**src/rtl/core/pal_pkg.sv**
```systemverilog
// pal_pkg: shared widths, constants and codes of the potentiometer angle low-pass unit
// no dependencies; imported by the channel interfaces and the top level

package pal_pkg;

   // channel field widths
   localparam int SAMPLE_W  = 16;
   localparam int ELAPSED_W = 20;
   localparam int MRAD_W    = 21;
   localparam int MDEG_W    = 27;
   localparam int CSR_IDX_W = 3;
   localparam int CSR_DAT_W = 20;

   // shared multiplier and divider widths
   localparam int MUL_W  = 33;
   localparam int PROD_W = 2 * MUL_W;
   localparam int DVS_W  = 59;
   localparam int QUO_W  = 33;

   // fixed-point constants
   localparam logic [20:0] MRAD_PER_DEG_Q16  = 21'd1143819;
   localparam logic [21:0] MDEG_PER_MRAD_Q16 = 22'd3754936;
   localparam logic [18:0] TWO_PI_Q16        = 19'd411775;
   localparam logic [DVS_W-1:0] ALPHA_BASE   = 59'd65536000000000;
   localparam logic [QUO_W-1:0] X_CLAMP      = 33'h1_0000_0000;
   localparam logic [QUO_W-1:0] X_HALF       = 33'd32768;
   localparam logic signed [MRAD_W-1:0] ANGLE_LIMIT = 21'sd1000000;

   // register indexes of the configuration port
   typedef enum logic [CSR_IDX_W-1:0] {
      CSR_SUPPLY = 3'd0,
      CSR_SERIES = 3'd1,
      CSR_POT    = 3'd2,
      CSR_RANGE  = 3'd3,
      CSR_BIAS   = 3'd4,
      CSR_CUTOFF = 3'd5
   } csr_index_type;

endpackage

```
**src/rtl/core/pal_req_if.sv**
```systemverilog
// pal_req_if: input channel carrying one divider sample word
// depends on pal_pkg for field widths

interface pal_req_if import pal_pkg::*; ();
   logic                 valid;
   logic                 ready;
   logic [SAMPLE_W-1:0]  sample_mv;
   logic [ELAPSED_W-1:0] elapsed_us;

   modport source (output valid, output sample_mv, output elapsed_us, input ready);
   modport sink   (input valid, input sample_mv, input elapsed_us, output ready);
endinterface

```
**src/rtl/core/pal_rsp_if.sv**
```systemverilog
// pal_rsp_if: result channel carrying raw and filtered angle words
// depends on pal_pkg for field widths

interface pal_rsp_if import pal_pkg::*; ();
   logic                     valid;
   logic                     ready;
   logic signed [MRAD_W-1:0] angle_mrad;
   logic signed [MRAD_W-1:0] filtered_mrad;
   logic signed [MDEG_W-1:0] angle_mdeg;
   logic signed [MDEG_W-1:0] filtered_mdeg;
   logic                     over_supply;

   modport source (output valid, output angle_mrad, output filtered_mrad,
                   output angle_mdeg, output filtered_mdeg, output over_supply,
                   input ready);
   modport sink   (input valid, input angle_mrad, input filtered_mrad,
                   input angle_mdeg, input filtered_mdeg, input over_supply,
                   output ready);
endinterface

```
**src/rtl/core/pal_csr_if.sv**
```systemverilog
// pal_csr_if: configuration write channel, register index and write data
// depends on pal_pkg for field widths

interface pal_csr_if import pal_pkg::*; ();
   logic                 valid;
   logic                 ready;
   logic [CSR_IDX_W-1:0] index;
   logic [CSR_DAT_W-1:0] data;

   modport source (output valid, output index, output data, input ready);
   modport sink   (input valid, input index, input data, output ready);
endinterface

```
**src/rtl/core/potentiometer_angle_lowpass_unit.sv**
```systemverilog
// An accepted req word runs the full sequence on a regular sample; the first sample after reset
// seeds the filter instead of updating it, and a sample at or above supply skips the ratio division.
// One word in flight: the next req word is taken the cycle after the result is
// registered. The 33-step and 16-step restoring divisions run on the shared subtractor, and
// the multiply steps run on the shared 33x33 multiplier.
// Reset (synchronous, active high) restores the register defaults and unseeds the filter.

module potentiometer_angle_lowpass_unit import pal_pkg::*; (
   input logic       clock,
   input logic       reset,
   pal_req_if.sink   req_ch,
   pal_rsp_if.source rsp_ch,
   pal_csr_if.sink   csr_ch
);

   typedef enum logic [19:0] {
      S_IDLE    = 20'd1 << 0,
      S_MUL_A   = 20'd1 << 1,
      S_MUL_B   = 20'd1 << 2,
      S_DIV1_LD = 20'd1 << 3,
      S_DIV1    = 20'd1 << 4,
      S_RNG     = 20'd1 << 5,
      S_ANG     = 20'd1 << 6,
      S_SAT     = 20'd1 << 7,
      S_SEED    = 20'd1 << 8,
      S_CE      = 20'd1 << 9,
      S_PLO     = 20'd1 << 10,
      S_PHI     = 20'd1 << 11,
      S_DIV2_LD = 20'd1 << 12,
      S_DIV2    = 20'd1 << 13,
      S_DIFF    = 20'd1 << 14,
      S_FMUL    = 20'd1 << 15,
      S_FUPD    = 20'd1 << 16,
      S_DEG_A   = 20'd1 << 17,
      S_DEG_F   = 20'd1 << 18,
      S_OUT     = 20'd1 << 19
   } state_type;

   // configuration registers
   logic [15:0]        supply_ff, supply_in;
   logic [19:0]        series_ff, series_in;
   logic [19:0]        pot_ff, pot_in;
   logic [8:0]         range_ff, range_in;
   logic signed [12:0] bias_ff, bias_in;
   logic [19:0]        cutoff_ff, cutoff_in;

   // sequencer and item state
   state_type             state_ff, state_in;
   logic [SAMPLE_W-1:0]   samp_ff, samp_in;
   logic [ELAPSED_W-1:0]  elap_ff, elap_in;
   logic                  over_ff, over_in;
   logic                  neg_ff, neg_in;
   logic [35:0]           a_ff, a_in;
   logic [PROD_W-1:0]     prod_ff, prod_in;
   logic [DVS_W-1:0]      rem_ff, rem_in;
   logic [DVS_W-1:0]      dvs_ff, dvs_in;
   logic [QUO_W-1:0]      num_ff, num_in;
   logic [QUO_W-1:0]      quo_ff, quo_in;
   logic [5:0]            cnt_ff, cnt_in;
   logic                  clamp_ff, clamp_in;
   logic [QUO_W-1:0]      xm_ff, xm_in;
   logic signed [MRAD_W-1:0] ang_ff, ang_in;
   logic signed [31:0]    filt_ff, filt_in;
   logic                  primed_ff, primed_in;
   logic [19:0]           cehi_ff, cehi_in;
   logic [DVS_W-1:0]      acc_ff, acc_in;
   logic [MUL_W-1:0]      dmag_ff, dmag_in;
   logic                  dneg_ff, dneg_in;
   logic signed [MDEG_W-1:0] mdega_ff, mdega_in;

   // result register
   logic                     rsp_valid_ff, rsp_valid_in;
   logic signed [MRAD_W-1:0] out_ang_ff, out_ang_in;
   logic signed [MRAD_W-1:0] out_fm_ff, out_fm_in;
   logic signed [MDEG_W-1:0] out_mdega_ff, out_mdega_in;
   logic signed [MDEG_W-1:0] out_mdegf_ff, out_mdegf_in;
   logic                     out_over_ff, out_over_in;

   // combinational helpers
   logic [MUL_W-1:0]   mul_a, mul_b;
   logic [DVS_W:0]     trial, trial_sub;
   logic               trial_ge;
   logic [19:0]        rp;
   logic [15:0]        dvolt;
   logic [36:0]        b_val, a_val, mag, den;
   logic [63:0]        rnd_sum;
   logic [30:0]        am;
   logic signed [32:0] ang_wide;
   logic signed [32:0] diff;
   logic [33:0]        delta;
   logic [19:0]        ang_mag;
   logic [31:0]        filt_mag;
   logic [25:0]        mdega_mag;
   logic [30:0]        mdegf_mag;
   logic [24:0]        fm_mag;
   logic               req_fire;

   // configuration writes, taken in any cycle
   assign csr_ch.ready = 1'b1;

   always_comb begin
      supply_in = supply_ff;
      series_in = series_ff;
      pot_in    = pot_ff;
      range_in  = range_ff;
      bias_in   = bias_ff;
      cutoff_in = cutoff_ff;
      if (csr_ch.valid) begin
         unique case (csr_index_type'(csr_ch.index))
            CSR_SUPPLY: supply_in = csr_ch.data[15:0];
            CSR_SERIES: series_in = csr_ch.data;
            CSR_POT:    pot_in    = csr_ch.data;
            CSR_RANGE:  range_in  = csr_ch.data[8:0];
            CSR_BIAS:   bias_in   = $signed(csr_ch.data[12:0]);
            CSR_CUTOFF: cutoff_in = csr_ch.data;
            default:    supply_in = supply_ff;
         endcase
      end
   end

   assign req_ch.ready = (state_ff == S_IDLE);
   assign req_fire     = req_ch.valid && req_ch.ready;

   // pot of zero ohms counts as one ohm
   assign rp    = (pot_ff == 20'd0) ? 20'd1 : pot_ff;
   assign dvolt = supply_ff - samp_ff;

   // shared multiplier operand select
   always_comb begin
      mul_a = '0;
      mul_b = '0;
      case (state_ff)
         S_MUL_A: begin
            mul_a = MUL_W'(dvolt);
            mul_b = MUL_W'(rp);
         end
         S_MUL_B: begin
            mul_a = MUL_W'(samp_ff);
            mul_b = MUL_W'(series_ff);
         end
         S_RNG: begin
            mul_a = MUL_W'(range_ff);
            mul_b = MUL_W'(MRAD_PER_DEG_Q16);
         end
         S_ANG: begin
            mul_a = MUL_W'(prod_ff[29:0]);
            mul_b = xm_ff;
         end
         S_CE: begin
            mul_a = MUL_W'(cutoff_ff);
            mul_b = MUL_W'(elap_ff);
         end
         S_PLO: begin
            mul_a = MUL_W'(prod_ff[19:0]);
            mul_b = MUL_W'(TWO_PI_Q16);
         end
         S_PHI: begin
            mul_a = MUL_W'(cehi_ff);
            mul_b = MUL_W'(TWO_PI_Q16);
         end
         S_FMUL: begin
            mul_a = {17'd0, ~quo_ff[15:0]};
            mul_b = dmag_ff;
         end
         S_DEG_A: begin
            mul_a = MUL_W'(ang_mag);
            mul_b = MUL_W'(MDEG_PER_MRAD_Q16);
         end
         // filtered product stays in place while the output step waits
         S_DEG_F, S_OUT: begin
            mul_a = MUL_W'(filt_mag);
            mul_b = MUL_W'(MDEG_PER_MRAD_Q16);
         end
         default: mul_a = '0;
      endcase
   end

   assign prod_in = mul_a * mul_b;

   // shared restoring divide step
   assign trial     = {rem_ff, num_ff[QUO_W-1]};
   assign trial_ge  = trial >= {1'b0, dvs_ff};
   assign trial_sub = trial - {1'b0, dvs_ff};

   // divider setup for the resistance ratio
   assign a_val = {1'b0, a_ff};
   assign b_val = {prod_ff[35:0], 1'b0};
   assign mag   = (b_val > a_val) ? (b_val - a_val) : (a_val - b_val);
   assign den   = {a_ff, 1'b0};

   // raw angle rounding and offset
   assign rnd_sum  = prod_ff[63:0] + 64'h0000_0000_8000_0000;
   assign am       = rnd_sum[62:32];
   assign ang_wide = neg_ff ? (33'(bias_ff) - $signed({2'b00, am}))
                            : (33'(bias_ff) + $signed({2'b00, am}));

   // filter error and correction
   assign diff  = $signed({{4{ang_ff[MRAD_W-1]}}, ang_ff, 8'd0}) - 33'(filt_ff);
   assign delta = 34'((prod_ff[49:0] + 50'd32768) >> 16);

   // magnitudes for the unit conversions
   assign ang_mag   = ang_ff[MRAD_W-1] ? 20'(-ang_ff) : ang_ff[19:0];
   assign filt_mag  = filt_ff[31] ? (~filt_ff + 32'd1) : filt_ff;
   assign mdega_mag = 26'((prod_ff[41:0] + 42'd32768) >> 16);
   assign mdegf_mag = 31'((prod_ff[53:0] + 54'd8388608) >> 24);
   assign fm_mag    = 25'(({1'b0, filt_mag} + 33'd128) >> 8);

   // sequencer and datapath
   always_comb begin
      state_in     = state_ff;
      samp_in      = samp_ff;
      elap_in      = elap_ff;
      over_in      = over_ff;
      neg_in       = neg_ff;
      a_in         = a_ff;
      rem_in       = rem_ff;
      dvs_in       = dvs_ff;
      num_in       = num_ff;
      quo_in       = quo_ff;
      cnt_in       = cnt_ff;
      clamp_in     = clamp_ff;
      xm_in        = xm_ff;
      ang_in       = ang_ff;
      filt_in      = filt_ff;
      primed_in    = primed_ff;
      cehi_in      = cehi_ff;
      acc_in       = acc_ff;
      dmag_in      = dmag_ff;
      dneg_in      = dneg_ff;
      mdega_in     = mdega_ff;
      rsp_valid_in = rsp_valid_ff && !rsp_ch.ready;
      out_ang_in   = out_ang_ff;
      out_fm_in    = out_fm_ff;
      out_mdega_in = out_mdega_ff;
      out_mdegf_in = out_mdegf_ff;
      out_over_in  = out_over_ff;

      unique case (state_ff)
         S_IDLE: begin
            if (req_fire) begin
               samp_in = req_ch.sample_mv;
               elap_in = req_ch.elapsed_us;
               over_in = req_ch.sample_mv >= supply_ff;
               // at or above supply: resistance pinned to full scale
               if (req_ch.sample_mv >= supply_ff) begin
                  xm_in    = X_HALF;
                  neg_in   = 1'b1;
                  state_in = S_RNG;
               end else begin
                  state_in = S_MUL_A;
               end
            end
         end
         S_MUL_A: state_in = S_MUL_B;
         S_MUL_B: begin
            a_in     = prod_ff[35:0];
            state_in = S_DIV1_LD;
         end
         S_DIV1_LD: begin
            neg_in   = b_val > a_val;
            dvs_in   = DVS_W'(den);
            rem_in   = DVS_W'(mag[36:17]);
            clamp_in = {17'd0, mag[36:17]} >= den;
            num_in   = {mag[16:0], 16'd0};
            quo_in   = '0;
            cnt_in   = 6'd32;
            state_in = S_DIV1;
         end
         S_DIV1, S_DIV2: begin
            rem_in = trial_ge ? trial_sub[DVS_W-1:0] : trial[DVS_W-1:0];
            quo_in = {quo_ff[QUO_W-2:0], trial_ge};
            num_in = num_ff << 1;
            cnt_in = cnt_ff - 6'd1;
            if (cnt_ff == 6'd0) begin
               state_in = (state_ff == S_DIV1) ? S_RNG : S_DIFF;
            end
         end
         S_RNG: begin
            if (!over_ff) begin
               xm_in = (clamp_ff || quo_ff > X_CLAMP) ? X_CLAMP : quo_ff;
            end
            state_in = S_ANG;
         end
         S_ANG: state_in = S_SAT;
         S_SAT: begin
            if (ang_wide > 33'(ANGLE_LIMIT)) begin
               ang_in = ANGLE_LIMIT;
            end else if (ang_wide < -33'(ANGLE_LIMIT)) begin
               ang_in = -ANGLE_LIMIT;
            end else begin
               ang_in = ang_wide[MRAD_W-1:0];
            end
            state_in = primed_ff ? S_CE : S_SEED;
         end
         S_SEED: begin
            filt_in   = {{3{ang_ff[MRAD_W-1]}}, ang_ff, 8'd0};
            primed_in = 1'b1;
            state_in  = S_DEG_A;
         end
         S_CE: state_in = S_PLO;
         S_PLO: begin
            cehi_in  = prod_ff[39:20];
            state_in = S_PHI;
         end
         S_PHI: begin
            acc_in   = ALPHA_BASE + DVS_W'(prod_ff[38:0]);
            state_in = S_DIV2_LD;
         end
         S_DIV2_LD: begin
            dvs_in   = acc_ff + {prod_ff[38:0], 20'd0};
            rem_in   = ALPHA_BASE - DVS_W'(1);
            num_in   = {16'hFFFF, 17'd0};
            quo_in   = '0;
            cnt_in   = 6'd15;
            state_in = S_DIV2;
         end
         S_DIFF: begin
            dneg_in  = diff[32];
            dmag_in  = diff[32] ? MUL_W'(-diff) : MUL_W'(diff);
            state_in = S_FMUL;
         end
         S_FMUL: state_in = S_FUPD;
         S_FUPD: begin
            filt_in  = dneg_ff ? (filt_ff - $signed(delta[31:0]))
                               : (filt_ff + $signed(delta[31:0]));
            state_in = S_DEG_A;
         end
         S_DEG_A: state_in = S_DEG_F;
         S_DEG_F: begin
            mdega_in = ang_ff[MRAD_W-1] ? -$signed({1'b0, mdega_mag})
                                        : $signed({1'b0, mdega_mag});
            state_in = S_OUT;
         end
         S_OUT: begin
            // load the result word once the output register is free
            if (!rsp_valid_ff || rsp_ch.ready) begin
               rsp_valid_in = 1'b1;
               out_ang_in   = ang_ff;
               out_fm_in    = filt_ff[31] ? -$signed(MRAD_W'(fm_mag))
                                          : $signed(MRAD_W'(fm_mag));
               out_mdega_in = mdega_ff;
               out_mdegf_in = filt_ff[31] ? -$signed(MDEG_W'(mdegf_mag))
                                          : $signed(MDEG_W'(mdegf_mag));
               out_over_in  = over_ff;
               state_in     = S_IDLE;
            end
         end
         default: state_in = S_IDLE;
      endcase
   end

   // control registers
   always_ff @(posedge clock) begin
      if (reset) begin
         state_ff     <= S_IDLE;
         primed_ff    <= 1'b0;
         rsp_valid_ff <= 1'b0;
         supply_ff    <= 16'd3300;
         series_ff    <= 20'd10000;
         pot_ff       <= 20'd10000;
         range_ff     <= 9'd90;
         bias_ff      <= 13'sd0;
         cutoff_ff    <= 20'd5000;
      end else begin
         state_ff     <= state_in;
         primed_ff    <= primed_in;
         rsp_valid_ff <= rsp_valid_in;
         supply_ff    <= supply_in;
         series_ff    <= series_in;
         pot_ff       <= pot_in;
         range_ff     <= range_in;
         bias_ff      <= bias_in;
         cutoff_ff    <= cutoff_in;
      end
   end

   // payload registers
   always_ff @(posedge clock) begin
      samp_ff      <= samp_in;
      elap_ff      <= elap_in;
      over_ff      <= over_in;
      neg_ff       <= neg_in;
      a_ff         <= a_in;
      prod_ff      <= prod_in;
      rem_ff       <= rem_in;
      dvs_ff       <= dvs_in;
      num_ff       <= num_in;
      quo_ff       <= quo_in;
      cnt_ff       <= cnt_in;
      clamp_ff     <= clamp_in;
      xm_ff        <= xm_in;
      ang_ff       <= ang_in;
      filt_ff      <= filt_in;
      cehi_ff      <= cehi_in;
      acc_ff       <= acc_in;
      dmag_ff      <= dmag_in;
      dneg_ff      <= dneg_in;
      mdega_ff     <= mdega_in;
      out_ang_ff   <= out_ang_in;
      out_fm_ff    <= out_fm_in;
      out_mdega_ff <= out_mdega_in;
      out_mdegf_ff <= out_mdegf_in;
      out_over_ff  <= out_over_in;
   end

   // result channel
   assign rsp_ch.valid         = rsp_valid_ff;
   assign rsp_ch.angle_mrad    = out_ang_ff;
   assign rsp_ch.filtered_mrad = out_fm_ff;
   assign rsp_ch.angle_mdeg    = out_mdega_ff;
   assign rsp_ch.filtered_mdeg = out_mdegf_ff;
   assign rsp_ch.over_supply   = out_over_ff;

   // divider remainder stays below the divisor while stepping, unless the ratio division is clamped
   assert property (@(posedge clock) disable iff (reset)
      ((state_ff == S_DIV1 && !clamp_ff) || state_ff == S_DIV2) |-> (rem_ff < dvs_ff))
      else $error("divider remainder not below divisor");

   // a result word appears only out of the final step
   assert property (@(posedge clock) disable iff (reset)
      $rose(rsp_valid_ff) |-> $past(state_ff == S_OUT))
      else $error("result word raised outside the output step");

   // once seeded the filter stays seeded until reset
   assert property (@(posedge clock) disable iff (reset)
      primed_ff |=> primed_ff)
      else $error("filter lost its seed");

   // the filter update runs only on a seeded filter
   assert property (@(posedge clock) disable iff (reset)
      (state_ff == S_CE) |-> primed_ff)
      else $error("filter update on an unseeded filter");

   // raw angle is saturated before conversion
   assert property (@(posedge clock) disable iff (reset)
      (state_ff == S_DEG_A) |-> (ang_ff <= ANGLE_LIMIT && ang_ff >= -ANGLE_LIMIT))
      else $error("raw angle outside the saturation limit");

endmodule

```
**src/flat_wrapper.sv**
```systemverilog
// flat-port wrapper written by rule: the top's interface ports become plain ports
module potentiometer_angle_lowpass_unit_flat import pal_pkg::*;
  (clock, reset, req_ch_valid, req_ch_sample_mv, req_ch_elapsed_us, req_ch_ready, rsp_ch_valid, rsp_ch_angle_mrad, rsp_ch_filtered_mrad, rsp_ch_angle_mdeg, rsp_ch_filtered_mdeg, rsp_ch_over_supply, rsp_ch_ready, csr_ch_valid, csr_ch_index, csr_ch_data, csr_ch_ready);
  pal_req_if req_ch_i ();
  pal_rsp_if rsp_ch_i ();
  pal_csr_if csr_ch_i ();
  input logic clock;
  input logic reset;
  input wire logic [$bits(req_ch_i.valid)-1:0] req_ch_valid;
  input wire logic [$bits(req_ch_i.sample_mv)-1:0] req_ch_sample_mv;
  input wire logic [$bits(req_ch_i.elapsed_us)-1:0] req_ch_elapsed_us;
  output wire logic [$bits(req_ch_i.ready)-1:0] req_ch_ready;
  output wire logic [$bits(rsp_ch_i.valid)-1:0] rsp_ch_valid;
  output wire logic [$bits(rsp_ch_i.angle_mrad)-1:0] rsp_ch_angle_mrad;
  output wire logic [$bits(rsp_ch_i.filtered_mrad)-1:0] rsp_ch_filtered_mrad;
  output wire logic [$bits(rsp_ch_i.angle_mdeg)-1:0] rsp_ch_angle_mdeg;
  output wire logic [$bits(rsp_ch_i.filtered_mdeg)-1:0] rsp_ch_filtered_mdeg;
  output wire logic [$bits(rsp_ch_i.over_supply)-1:0] rsp_ch_over_supply;
  input wire logic [$bits(rsp_ch_i.ready)-1:0] rsp_ch_ready;
  input wire logic [$bits(csr_ch_i.valid)-1:0] csr_ch_valid;
  input wire logic [$bits(csr_ch_i.index)-1:0] csr_ch_index;
  input wire logic [$bits(csr_ch_i.data)-1:0] csr_ch_data;
  output wire logic [$bits(csr_ch_i.ready)-1:0] csr_ch_ready;
  assign req_ch_i.valid = req_ch_valid;
  assign req_ch_i.sample_mv = req_ch_sample_mv;
  assign req_ch_i.elapsed_us = req_ch_elapsed_us;
  assign req_ch_ready = req_ch_i.ready;
  assign rsp_ch_valid = rsp_ch_i.valid;
  assign rsp_ch_angle_mrad = rsp_ch_i.angle_mrad;
  assign rsp_ch_filtered_mrad = rsp_ch_i.filtered_mrad;
  assign rsp_ch_angle_mdeg = rsp_ch_i.angle_mdeg;
  assign rsp_ch_filtered_mdeg = rsp_ch_i.filtered_mdeg;
  assign rsp_ch_over_supply = rsp_ch_i.over_supply;
  assign rsp_ch_i.ready = rsp_ch_ready;
  assign csr_ch_i.valid = csr_ch_valid;
  assign csr_ch_i.index = csr_ch_index;
  assign csr_ch_i.data = csr_ch_data;
  assign csr_ch_ready = csr_ch_i.ready;
  potentiometer_angle_lowpass_unit u_core (.clock(clock), .reset(reset), .req_ch(req_ch_i), .rsp_ch(rsp_ch_i), .csr_ch(csr_ch_i));
endmodule
```
**config.mk**
```make
export PLATFORM = sky130hd
export DESIGN_NAME = potentiometer_angle_lowpass_unit_flat
export DESIGN_NICKNAME = d
export VERILOG_FILES = /design/src/rtl/core/pal_pkg.sv /design/src/rtl/core/pal_req_if.sv /design/src/rtl/core/pal_rsp_if.sv /design/src/rtl/core/pal_csr_if.sv /design/src/rtl/core/potentiometer_angle_lowpass_unit.sv /design/src/flat_wrapper.sv
export SDC_FILE = /design/constraint.sdc
export NUM_CORES = 2
export LEC_CHECK = 0
export BUFFER_PORTS_ARGS = -buffer_cell sky130_fd_sc_hd__buf_2
export CAP_MARGIN = 20
export CORE_UTILIZATION = 55
export CTS_CLUSTER_DIAMETER = 120
export DETAILED_ROUTE_END_ITERATION = 10
export PLACE_DENSITY = 0.71
export SYNTH_ARGS = -nofsm -noshare
export SYNTH_HDL_FRONTEND = slang
export SYNTH_SLANG_ARGS = --single-unit
```
**constraint.sdc**
```tcl
create_clock -name clock -period 15.7 [get_ports clock]
set_clock_uncertainty 0.15 [all_clocks]
set_input_delay 4.71 -clock clock [delete_from_list [all_inputs] [get_ports clock]]
set_output_delay 4.71 -clock clock [all_outputs]
set_load 0.02 [all_outputs]
```
Word-level counts from Yosys, hierarchy flattened
Index checks and enable logic that the tools add are counted.
{"block": "classes", "n_bitwise": 2, "n_eq_ne": 30, "add_sub_neg": 23, "reduce_logical": 33, "order_cmp": 7, "div": 0, "shifts": 0, "mul": 1, "n_mux": 37}
{"cell": "20-bit case mux with 18 select lines", "n": 1}
{"cell": "32-bit case mux with 10 select lines", "n": 1}
{"cell": "33-bit case mux with 8 select lines", "n": 1}
{"cell": "59-bit case mux with 3 select lines", "n": 1}
{"cell": "33-bit 2-to-1 mux", "n": 5}
{"cell": "33-bit case mux with 2 select lines", "n": 2}
{"cell": "59-bit case mux with 2 select lines", "n": 1}
{"cell": "20-bit 2-to-1 mux", "n": 5}
{"cell": "33-bit case mux with 3 select lines", "n": 1}
{"cell": "32-bit 2-to-1 mux", "n": 3}
{"cell": "32-bit case mux with 2 select lines", "n": 1}
{"cell": "63-bit by 32-bit adder with 63-bit output (second input constant)", "n": 1}
{"cell": "32-bit by 33-bit multiplier with 63-bit output", "n": 1}
{"cell": "60-bit by 59-bit >= comparator with 1-bit output", "n": 1}
{"cell": "59-bit adder", "n": 1}
{"cell": "59-bit 2-to-1 mux", "n": 1}
{"cell": "59-bit subtractor", "n": 1}
{"cell": "51-bit by 24-bit adder with 51-bit output (second input constant)", "n": 1}
{"cell": "48-bit by 16-bit adder with 48-bit output (second input constant)", "n": 1}
{"cell": "46-bit by 39-bit adder with 47-bit output (first input constant)", "n": 1}
{"cell": "42-bit by 16-bit adder with 42-bit output (second input constant)", "n": 1}
{"cell": "21-bit 2-to-1 mux", "n": 2}
{"cell": "20-bit by 37-bit >= comparator with 1-bit output", "n": 1}
{"cell": "37-bit by 36-bit greater-than comparator with 1-bit output", "n": 1}
{"cell": "69 further kinds", "n": 97}
{"block": "word_totals", "register_bits": 771, "latchBits": 0, "output_inout_bits": 100, "rom_bits": 0, "n_memories": 0, "mem_bits_rw": 0, "wordCells": 170}

Longest topological paths before layout
{"block": "logic_depth", "word_depth": 6, "ltp_mapped": 45}

Worst setup path before layout
No wires, ideal clock.
{"block": "synth_path", "kind": "register -> register", "start": "reg u_core.state_ff[10]", "end": "reg u_core.prod_ff[62]", "path_stages_with_launch": 41, "t_required_ns": 15.429, "n_path_buf": 4, "arrival_ns": 11.375, "setup_ns": 0.121, "setup_slack_ns": 4.054, "path_cell_list": "dfxtp_1 -> nor4_1 -> nand2_1 -> nor2_1 -> nand2_1 -> nor3b_1 -> clkbuf_1 -> buf_1 -> clkbuf_1 -> a221oi_1 -> clkbuf_1 -> nor2_1 -> fa_1 -> inv_1 -> fa_1 -> inv_1 -> fa_1 -> inv_1 -> [... 5 more ...] -> inv_1 -> fa_1 -> inv_1 -> fa_1 -> inv_1 -> ha_1 -> and3_1 -> nand4_1 -> nor2_1 -> a32o_1 -> o21ai_0 -> or3_1 -> a21bo_2 -> o41ai_1 -> a311oi_1 -> o311ai_0 -> a21oi_1 -> xnor2_1"}
{"block": "synth_between", "elab_chain_len": 4, "elab_cells_between_ends": 17, "cone_classes": "mul (1); eq/ne (11); mux (2); reduce/logical (3)"}
{"element": "start, declared", "line": "potentiometer_angle_lowpass_unit.sv:48", "text": "state_type state_ff, state_in;"}
{"element": "start signal, assigned", "line": "potentiometer_angle_lowpass_unit.sv:365", "text": "state_ff <= state_in;"}
{"element": "20-bit by 18-bit equality test with 1-bit output, or another cell as far along", "line": "potentiometer_angle_lowpass_unit.sv:132", "text": "case (state_ff)"}
{"element": "3-bit OR reduction (no source line), or another cell as far along"}
{"element": "33-bit case mux with 8 select lines or 32-bit case mux with 10 select lines (tied branches)", "line": "potentiometer_angle_lowpass_unit.sv:132"}
{"element": "32-bit by 33-bit multiplier with 63-bit output *", "line": "potentiometer_angle_lowpass_unit.sv:178", "text": "assign prod_in = mul_a * mul_b;"}
{"element": "named net u_core.prod_in[62]", "line": "potentiometer_angle_lowpass_unit.sv:54", "text": "logic [PROD_W-1:0] prod_ff, prod_in;"}
{"element": "end signal, assigned", "line": "potentiometer_angle_lowpass_unit.sv:384", "text": "prod_ff <= prod_in;"}
{"element": "end, declared", "line": "potentiometer_angle_lowpass_unit.sv:54"}
The timed path passes the listed nets; every way through them passes the cells marked *.
A chain may end at the register's enable or synchronous reset.

Worst setup path after layout
{"block": "layout_path", "start": "reg u_core.state_ff[3]", "end": "reg u_core.prod_ff[53]"}
The elaborated chain is that of the path after synthesis.

==> out/metrics.cfg <==
[yosys]
async_reset_ff_share_pct=0
syn_area_per_cell_um2=9.01
synth_area_um2=81700
synth_edf_count=556
synthCells=9064
synth_seq_cells=739
ys_seq_area_share_pct=24.9
synth_cell_types=93
ys.flop_type=edfxtp_1
yosysWarnings=0

[power_and_ir_drop]
p_per_area_nw_per_um2=58.4
finalPower_w=0.00516
netSwitchingPower_w=0.00150
clock_power_share_pct=41.6
p_seq_share_pct=42.6
p_leak_nw=38.8
vdd.ir_drop.worst_mv=0.0865
p_sw_share_pct=29.1
p_comb_share_pct=15.8
power.internal_w=0.00366

[sta]
worstMarginPinSlew_ps=1390
fmax_mhz=81.5
post-route-period-util_pct=78.1
setup_viol=0
drv_slew=0
rsz0062_at_grt=no
slew_headroom_pct=7.20
tns_ps=0
fin_crit_ps=12270
finalHoldViolations=0

[final_layout]
layout.cells.most_common_list=inv_1 (1318), nand2_1 (1048), fa_1 (932)
final_common_cell=inv_1
drive_gt1_share_pct=6.92
syn_to_final_growth_pct=8.17
n_fill_cell=12800
finalNetCount=10700

[cts]
insertion_delay_ps=720
cts_root_buf=clkbuf_16
cts_sinks=739
cts_max_level=3
cts_buffer_depth=3
cts_buffers=85
ctsHoldBuffers=0
cts_tree=built
clk_pin_slew_worst_paths_ps=60
cts_setup_buffers=0
cts_resized=0

[setup_path]
crit_type=register to register
worstRegToRegCells=39
critPathBufInv=6
cp_num_cells=39
critPathMaxFanout=38
r2r_end=u_core.prod_ff[53]$_DFF_P_
crit_arrival_ps=12720
slowest_delay_ps=840
critPathLaunch=u_core.state_ff[3]$_SDFFE_PP0P_
cpMostUsedCell=fa_1
reg2reg_from=u_core.state_ff[3]$_SDFFE_PP0P_
cp_slowest_cell=o21ai_0
start_kind=register
endpoint=u_core.prod_ff[53]$_DFF_P_
required_ps=16150
end_kind=register
crit_family=adder cells
regToRegSetupSlack_ps=3430

[detailed_routing]
final_antenna_net_count=0
dr.pass1.iters=9
drtIter0Drc=7548
drc=0
routed_wirelength_mm=294
vias_per_cell=6.14
routed-via-count=68400
routedWlPerCell_um=26.4

[min_path]
hold_path_class=register to register
hold_depth=0

[global_route]
grt_pass1_vias=68000
grt_max_degree=96
gr-usage-met2_pct=60.6
grt_remaining_overflow=0
grt.total_usage_pct=39.0
grtUsageMet1_pct=49.6
top_usage_layer=met2
antenna_found_initial=11
gr-usage-met3_pct=9.46
grt_pass1_wl_mm=435

[floorplanning]
die_h_um=387
coreArea_um2=147000
rows=141
die_w_um=387
io_pins=164
initial_core_util_pct=55.4
die-area_um2=150000

[outcome]
status=finished, final reports clean

[place]
numPortBuffers=162
gp_congestion=1.05
hpwl_mm=226

[job]
cap_viol_max_count=0

-- synthesized netlist by cell type (54+ instances only) --
cell type	count	share of area, %
a21o_1	164	1.5
a21oi_1	422	2.6
a31oi_1	66	0.51
and2_1	84	0.64
and3_1	90	0.69
clkbuf_1	380	1.7
dfxtp_1	183	4.5
edfxtp_1	556	20
fa_1	932	23
ha_1	554	8.5
inv_1	1319	6.1
mux2i_1	58	0.71
nand2_1	1049	4.8
nand2b_1	114	0.87
nand3_1	122	0.75
nand4_1	68	0.52
nor2_1	864	4.0
nor2b_1	78	0.60
nor3_1	121	0.74
nor4_1	54	0.41
o21ai_0	355	2.2
xnor2_1	380	4.1
xor2_1	227	2.4
-- kinds of logic after synthesis --
| logic type | after synthesis | synth area share, % |
|---|---|---|
| fa+ha+maj | 1486 | 31.3 |
| xor+xnor | 607 | 6.51 |
| other cells | 2 | 0.00919 |
| simple gates | 2862 | 16.0 |
| compound gates | 1557 | 12.3 |
| buf+inv | 1741 | 8.05 |
| mux | 70 | 0.876 |
| flops | 739 | 24.9 |
-- power by group through the flow --
stage | sequential [W] | clock (W) | combinational (W)
global placement | 0.00224 | 0 | 0.000778
global route | 0.00220 | 0.00222 | 0.000875
detailed placement | 0.00224 | 0 | 0.000785
finish | 0.00220 | 0.00215 | 0.000816
floorplan | 0.00221 | 0 | 0.000531
CTS | 0.00220 | 0.00215 | 0.000793
-- sequential cells by signal (all words and copies together) (netlist names), 17 cells and up --
register,count
u_core.rsp_ch.filtered_mrad,21
u_core.dmag_ff,33
u_core.ang_ff,21
u_core.filt_ff,32
u_core.dvs_ff,59
u_core.acc_ff,43
u_core.mdega_ff,27
u_core.rsp_ch.filtered_mdeg,27
u_core.cutoff_ff,20
u_core.series_ff,20
u_core.rsp_ch.angle_mdeg,27
u_core.rem_ff,59
u_core.cehi_ff,20
u_core.prod_ff,63
u_core.elap_ff,20
u_core.rsp_ch.angle_mrad,21
u_core.state_ff,20
u_core.pot_ff,20
u_core.a_ff,36
u_core.num_ff,17
u_core.xm_ff,33
u_core.quo_ff,33
-- stage by stage --
step | utilization, % | area, um2 | setup WS, ps | hold slack, ps | std cells
after floorplan | - | 81800 | 4050 | 250 | 9102
after global placement | 57.8 | 85200 | 3430 | 254 | 11000
after detailed placement | 57.8 | 85300 | 3340 | 255 | 11000
after CTS | 59.9 | 88300 | 3270 | 260 | 11100
after global routing | 59.9 | 88300 | 2750 | 262 | 11100
final | 59.9 | 88400 | 3430 | 262 | 11100
-- worst min-delay path by stage --
stage / from / endpoint / slack (ps)
2_1_floorplan: u_core.mdega_ff[0]$_DFFE_PN_ / u_core.rsp_ch.angle_mdeg[0]$_DFFE_PP_ / 250
3_3_place_gp: u_core.mdega_ff[2]$_DFFE_PN_ / u_core.rsp_ch.angle_mdeg[2]$_DFFE_PP_ / 250
3_5_place_dp: u_core.mdega_ff[18]$_DFFE_PN_ / u_core.rsp_ch.angle_mdeg[18]$_DFFE_PP_ / 250
4_1_cts: u_core.mdega_ff[26]$_SDFFCE_PN0N_ / u_core.rsp_ch.angle_mdeg[26]$_DFFE_PP_ / 260
5_1_grt: u_core.mdega_ff[26]$_SDFFCE_PN0N_ / u_core.rsp_ch.angle_mdeg[26]$_DFFE_PP_ / 260
6_report: u_core.mdega_ff[26]$_SDFFCE_PN0N_ / u_core.rsp_ch.angle_mdeg[26]$_DFFE_PP_ / 260
-- routing by layer --
metal | wire (um) | up-vias
met2 | 131000 | 3719
met5 | 36 | -
met1 | 111000 | 33800
met3 | 31400 | 840
met4 | 21300 | 8
li1 | - | 30100
-- layout make-up --
cell class | count | area [um2] | share of cell area [%]
well taps | 1930 | 2410 | 2.73
clock buffers | 102 | 2280 | 2.59
inverters | 1325 | 4970 | 5.63
diodes | 6 | 15.0 | 0.0170
flip-flops and latches | 739 | 20400 | 23.0
repair buffers | 361 | 2380 | 2.70
multi-input cells | 6622 | 55200 | 62.5
clock inverters | 58 | 697 | 0.789
(Power assumes the default switching activity.)
